$ cat src/rtl/life_grid_generation_step_assert.svh
// Assertion macros shared by the RTL files that carry concurrent checks.
// Both sample on the rising edge of clk and are off while arst_n is low.
`ifndef LIFE_GRID_GENERATION_STEP_ASSERT_SVH
`define LIFE_GRID_GENERATION_STEP_ASSERT_SVH

// The consequent must hold in the same cycle as the antecedent.
`define LGS_ASSERT_IMPL(label, ante, cons) \
	label: assert property (@(posedge clk) disable iff (!arst_n) (ante) |-> (cons)) \
		else $error("life grid check failed");

// The consequent must hold in the cycle after the antecedent.
`define LGS_ASSERT_NEXT(label, ante, cons) \
	label: assert property (@(posedge clk) disable iff (!arst_n) (ante) |=> (cons)) \
		else $error("life grid check failed");

`endif

$ cat src/rtl/lgs_pkg.sv
package lgs_pkg;

	// Default storage edge length.
	localparam int MAX_SIZE_DEF = 64;

	// Field widths of the streams.
	localparam int OP_W    = 2;
	localparam int COORD_W = 6;
	localparam int IN_W    = 16;
	localparam int OUT_W   = 8;

	// Configuration port.
	localparam int CFG_IDX_W  = 1;
	localparam int CFG_DATA_W = 7;
	localparam int GSIZE_W    = 7;
	localparam logic [CFG_IDX_W-1:0] REG_GRID_SIZE  = 1'b0;
	localparam logic [CFG_IDX_W-1:0] REG_WRAP_EDGES = 1'b1;
	localparam logic [GSIZE_W-1:0]   GRID_SIZE_RST  = 7'd64;

	typedef enum logic [OP_W-1:0] {
		OP_WRITE   = 2'd0,
		OP_READ    = 2'd1,
		OP_ADVANCE = 2'd2,
		OP_CLEAR   = 2'd3
	} lgs_op_t;

	typedef enum logic [2:0] {
		ST_IDLE,
		ST_CELL,
		ST_GEN_TOP,
		ST_GEN_MID,
		ST_GEN_ROW,
		ST_DONE
	} lgs_state_t;

endpackage

$ cat src/rtl/lgs_row_next.sv
module lgs_row_next #(
	parameter int MAX_SIZE = lgs_pkg::MAX_SIZE_DEF
) (
	input  logic [MAX_SIZE-1:0]            up,
	input  logic [MAX_SIZE-1:0]            mid,
	input  logic [MAX_SIZE-1:0]            dn,
	input  logic [$clog2(MAX_SIZE+1)-1:0]  size,
	input  logic                           wrap,
	output logic [MAX_SIZE-1:0]            nxt
);
	import lgs_pkg::*;

	localparam int NW = $clog2(MAX_SIZE + 1);
	localparam int AW = $clog2(MAX_SIZE);
	localparam logic [3:0] BIRTH_COUNT   = 4'd3;
	localparam logic [3:0] SURVIVE_COUNT = 4'd2;

	logic [NW-1:0] last_idx;
	logic          up_last, mid_last, dn_last;
	logic          up_first, mid_first, dn_first;

	// The wrapped neighbours of the edge columns, shared by the whole row.
	assign last_idx  = size - NW'(1);
	assign up_last   = wrap & up[last_idx[AW-1:0]];
	assign mid_last  = wrap & mid[last_idx[AW-1:0]];
	assign dn_last   = wrap & dn[last_idx[AW-1:0]];
	assign up_first  = wrap & up[0];
	assign mid_first = wrap & mid[0];
	assign dn_first  = wrap & dn[0];

	for (genvar c = 0; c < MAX_SIZE; c++) begin : g_col
		logic       ul, ml, dl, ur, mr, dr;
		logic       right_edge;
		logic [3:0] k;

		if (c == 0) begin : g_left_edge
			assign ul = up_last;
			assign ml = mid_last;
			assign dl = dn_last;
		end else begin : g_left_in
			assign ul = up[c-1];
			assign ml = mid[c-1];
			assign dl = dn[c-1];
		end

		assign right_edge = (last_idx == NW'(c));

		if (c == MAX_SIZE - 1) begin : g_right_edge
			assign ur = up_first;
			assign mr = mid_first;
			assign dr = dn_first;
		end else begin : g_right_in
			assign ur = right_edge ? up_first  : up[c+1];
			assign mr = right_edge ? mid_first : mid[c+1];
			assign dr = right_edge ? dn_first  : dn[c+1];
		end

		assign k = 4'(ul) + 4'(up[c]) + 4'(ur) + 4'(ml) + 4'(mr)
			+ 4'(dl) + 4'(dn[c]) + 4'(dr);
		assign nxt[c] = (k == BIRTH_COUNT) || (mid[c] && (k == SURVIVE_COUNT));
	end

endmodule
$ cat config.mk
export PLATFORM = sky130hd
export DESIGN_NAME = lgs_row_next
export DESIGN_NICKNAME = d
export VERILOG_FILES = /design/src/rtl/life_grid_generation_step_assert.svh /design/src/rtl/lgs_pkg.sv /design/src/rtl/lgs_row_next.sv
export SDC_FILE = /design/constraint.sdc
export NUM_CORES = 1
export LEC_CHECK = 0
export ABC_AREA = 1
export BUFFER_PORTS_ARGS = -buffer_cell sky130_fd_sc_hd__buf_2
export CORE_AREA = 5 5 191 193
export DETAILED_ROUTE_END_ITERATION = 6
export DIE_AREA = 0 0 196 198
export MAX_ROUTING_LAYER = met4
export PLACE_DENSITY = 0.67
export SYNTH_ARGS = -nofsm -noshare
export SYNTH_HDL_FRONTEND = slang
export SYNTH_SLANG_ARGS = --single-unit
export TNS_END_PERCENT = 10
$ cat constraint.sdc
create_clock -name vclk -period 5.57
set_clock_uncertainty 0.1 [all_clocks]
set_input_delay 0.2785 -clock vclk [all_inputs]
set_output_delay 0.2785 -clock vclk [all_outputs]
set_load 0.01 [all_outputs]
Word-level counts from Yosys, hierarchy flattened
Cells that the tools add are included.
Operators by class
  $add $sub $neg: 449
  multiply operators: 0
  div/mod/pow operators: 0
  order comparisons: 1
  equality and inequality tests: 190
  shift operators: 0
  mux-type cells: 195
  bitwise logic cells: 6
  reduce and logical (&&, ||, !) cells: 129
Operators by type and width (count)
  adder 4 x 1 -> 4 bit: 256
  == test 4 x 2 -> 1 bit (second input constant): 128
  adder 3 x 1 -> 4 bit: 64
  == test 7 x 6 -> 1 bit (second input constant): 31
  adder 2 x 1 -> 3 bit: 64
  two-way mux 1 bit: 192
  adder 1 x 1 -> 2 bit: 64
  == test 7 x 5 -> 1 bit (second input constant): 16
  logical AND 1 bit: 64
  logical OR 1 bit: 64
  == test 7 x 4 -> 1 bit (second input constant): 8
  == test 7 x 3 -> 1 bit (second input constant): 4
  binary-select mux 1 bit (select 6 bit): 3
  == test 7 x 2 -> 1 bit (second input constant): 2
  == test 7 x 1 -> 1 bit (second input constant): 1
  logical NOT 7 bit: 1
  < comparator 6 x 7 -> 1 bit (second input constant): 1
  subtractor 7 x 1 -> 7 bit (second input constant): 1
  AND 1 bit: 6
Word-level totals
  bits in registers: 0
  bits in latches: 0
  RAM bits: 0
  memory bits (read-only): 0
  input bits: 200
  memories kept: 0

Depth between registers and ports, before layout
  depth in word-level cells: 14
  gate-level depth with buffers: 28

Least setup slack after synthesis
OpenSTA, ideal clock, no wires.
  path kind: input to output
  from: input size[0]
  to: output nxt[0]
  data arrival time: 4.828 ns
  slack: 0.363 ns
  stages: 27
  cell sequence: buf_4 > inv_2 > buf_4 > buf_2 > buf_2 > ha_1 > nand2_1 > inv_1 > nor2_2 > buf_2 > nand2_1 > nand2_1 > nand2_1 > nand2_1 > nand2_1 > nand3_1 > nor2_1 > fa_1 > inv_1 > fa_1 > fa_1 > inv_1 > ha_1 > fa_1 > nand2_1 > a211oi_1 > o221a_2
Between the ends
  word-level cells in the longest chain between the ends: 14
Ends and longest elaborated chain
  start: declaration: RTL line lgs_row_next.sv:7  | input logic [$clog2(MAX_SIZE+1)-1:0] size,
  subtractor 7 x 1 -> 7 bit *: RTL line lgs_row_next.sv:23  | assign last_idx = size - NW'(1);
  binary-select mux 1 bit (select 6 bit): RTL line lgs_row_next.sv:24  | assign up_last = wrap & up[last_idx[AW-1:0]];
  two-way mux 1 bit (not written as such): RTL line lgs_row_next.sv:24
  AND 1 bit: RTL line lgs_row_next.sv:24
  adder 1 x 1 -> 2 bit: RTL line lgs_row_next.sv:58  | assign k = 4'(ul) + 4'(up[c]) + 4'(ur) + 4'(ml) + 4'(mr)
  adder 2 x 1 -> 3 bit: RTL line lgs_row_next.sv:58
  adder 3 x 1 -> 4 bit: RTL line lgs_row_next.sv:58
  adder 4 x 1 -> 4 bit: RTL line lgs_row_next.sv:58
  adder 4 x 1 -> 4 bit (2 in a row): RTL line lgs_row_next.sv:59  | + 4'(dl) + 4'(dn[c]) + 4'(dr);
  adder 4 x 1 -> 4 bit *: RTL line lgs_row_next.sv:59
  == test 4 x 2 -> 1 bit: RTL line lgs_row_next.sv:60  | assign nxt[c] = (k == BIRTH_COUNT) || (mid[c] && (k == SURVIVE_COUNT));
  logical AND 1 bit: RTL line lgs_row_next.sv:60
  logical OR 1 bit *: RTL line lgs_row_next.sv:60
  end: declaration: RTL line lgs_row_next.sv:9  | output logic [MAX_SIZE-1:0] nxt
Every way passes the cells marked *; elsewhere a longest branch is shown, timed or not. The select of a mux whose other input is x is not followed.

Worst setup path in the final report
  from: input size[1]
  to: output nxt[0]
The elaborated chain is that of the path after synthesis.

==> run metrics <==
number of max-cap violations 0; synthesized area 15,400 um^2; Hold WS 0.870 ns; CTS Hold Bufs 0; postcts setup bufs 0; fmax 195 MHz; final hold vios 0; min-delay worst type primary input to output pin; max-slew violations 0; multi-input logic area 14,100 um^2; Starting Density 44.7%; Final min period 5.12 ns; RSZ-0062 raised after global routing no; Worst Setup End Kind output pin; commonest non-fill, non-tap cell in the layout nand2_1; chip height 198 um; vias in the first global route 15.1k; Global Route Usage Sum 26.0%; Synth Area per Inst 7.73 um^2; syn_nets 2,637; Port Buffers 264; io pins 264; Setup violations, final 0; drt wl/cell 18.5 um; Resize count post-CTS 0; crit path DAT 4.74 ns; drt total wl 49,200 um; Overflow after GRT 0; clock buffer count 0; nets 2,860; Layout area overhead 11.6%; Max IR drop VDD 0.107 mV; final core occ 49.8%; crit path kind primary input to output pin; maximum fanout along the worst path 31; status completed; gp weighted congestion 0.949; sequential cell count 0; final period utilization 92.0%; Post-DP Area 17,100 um^2; Critical Path Source Type primary input; initial antenna violation count 5; Yosys warnings 0; hpwl dp 41,100 um; Gate Count Post-Synth 1,985; die area 38,800 um^2; Core Box Area 34,400 um^2; ANT nets after route 0; CP required 5.19 ns; via count 14.6k; Least-Margin Pin Slew 0.986 ns; die width 196 um; routed vias/inst 5.48; drt pass-1 iters 7; count of cell types in the netlist 36; fill count 3,470; commonest non-fill, non-tap cells in the layout nand2_1, buf_2, fa_1, inv_1, ha_1; Pleak 8.74 nW; total negative slack 0 ns; Seq/Total Area, Yosys 0%; largest net degree at the start of global routing 109; std cell rows 68; final instance area 17,100 um^2; DRC 0; layout cells sized above 1 20.0%; slew margin rel. 34.3%; pwr dens 167 nW/um^2; DR iter-0 viols 890; Seq. cell area 0 um^2; global-route wire length before repair 80,000 um
==> per-stage QoR <==
stage | instances | setup slack (ns) | power (mW)
finish | 2668 | 0.448 | 2.87
global route | 2666 | 0.181 | 3.31
detailed placement | 2661 | 0.480 | 2.88
CTS | 2661 | 0.470 | 2.91
global placement | 2661 | 0.578 | 2.74
floorplan | 1985 | 0.363 | 1.99
==> power breakdown <==
part / switching [mW] / internal, mW
combinational: 1.62 / 1.25
sequential: 0 / 0
clock: 0 / 0.000000168
total: 1.62 / 1.25
==> cells in the mapped netlist, types with 2 or more instances <==
library cell / n / share of area [%]
nand2_1: 580 / 14
fa_1: 256 / 33
inv_1: 234 / 5.7
ha_1: 196 / 16
o21ai_0: 127 / 4.1
nor2_1: 122 / 3.0
nand3_1: 115 / 3.7
a211oi_1: 64 / 3.1
o221a_2: 64 / 4.7
clkbuf_1: 42 / 1.0
a21oi_1: 38 / 1.2
o21ai_1: 28 / 0.91
nor2_4: 20 / 1.5
nor3_4: 19 / 2.0
nor2_8: 12 / 1.6
nand2_2: 11 / 0.45
buf_2: 6 / 0.20
buf_4: 6 / 0.29
buf_6: 6 / 0.44
nand2_4: 6 / 0.44
nor3_2: 6 / 0.39
inv_2: 5 / 0.12
nor2_2: 4 / 0.16
buf_1: 3 / 0.073
o211ai_1: 2 / 0.098
o21a_1: 2 / 0.098
xor2_4: 2 / 0.36
==> cells by family after synthesis <==
logic type,share of synthesized area (%)
AND/OR/NAND/NOR,27.8
adder cells (fa/ha/maj),49.4
AO/OA/AOI/OAI,14.3
buffers and inverters,8.07
XOR/XNOR,0.465
==> area by class of cell <==
type | count | area share, %
tap | 455 | 3.32
inverter | 241 | 5.30
multi-input combinational | 1680 | 82.5
antenna | 7 | 0.102
timing repair buffer | 285 | 8.79
==> final timing paths <==
check | from | to | slack [ns] | cells after the start
max | size[1] | nxt[0] | 0.45 | 24
min | mid[63] | nxt[63] | 0.87 | 3
==> per-layer routing <==
layer	GRT usage (%)	part of all wire, %	vias to the layer above
li1	-	-	7002
met4	3.62	1.5	0
met3	2.45	6.7	44
met2	43.7	48	472
met5	-	0	-
met1	35.4	44	7108
==> critical path, cell delays in order <==
cell and delay, ns:
buf_2 0.14, inv_1 0.07, ha_1 0.32, buf_4 0.41, nand3_1 0.15, nand2_1 0.10, nand2_1 0.05, nand2_1 0.08
nand2_1 0.05, nand2_1 0.08, nand2_1 0.06, nand3_1 0.13, nor2_1 0.09, fa_1 0.48, inv_1 0.06, fa_1 0.50
fa_1 0.55, inv_1 0.04, ha_1 0.21, fa_1 0.38, nand2_1 0.08, a211oi_1 0.04, o221a_2 0.24, buf_2 0.14
(Power assumes the default switching activity.)
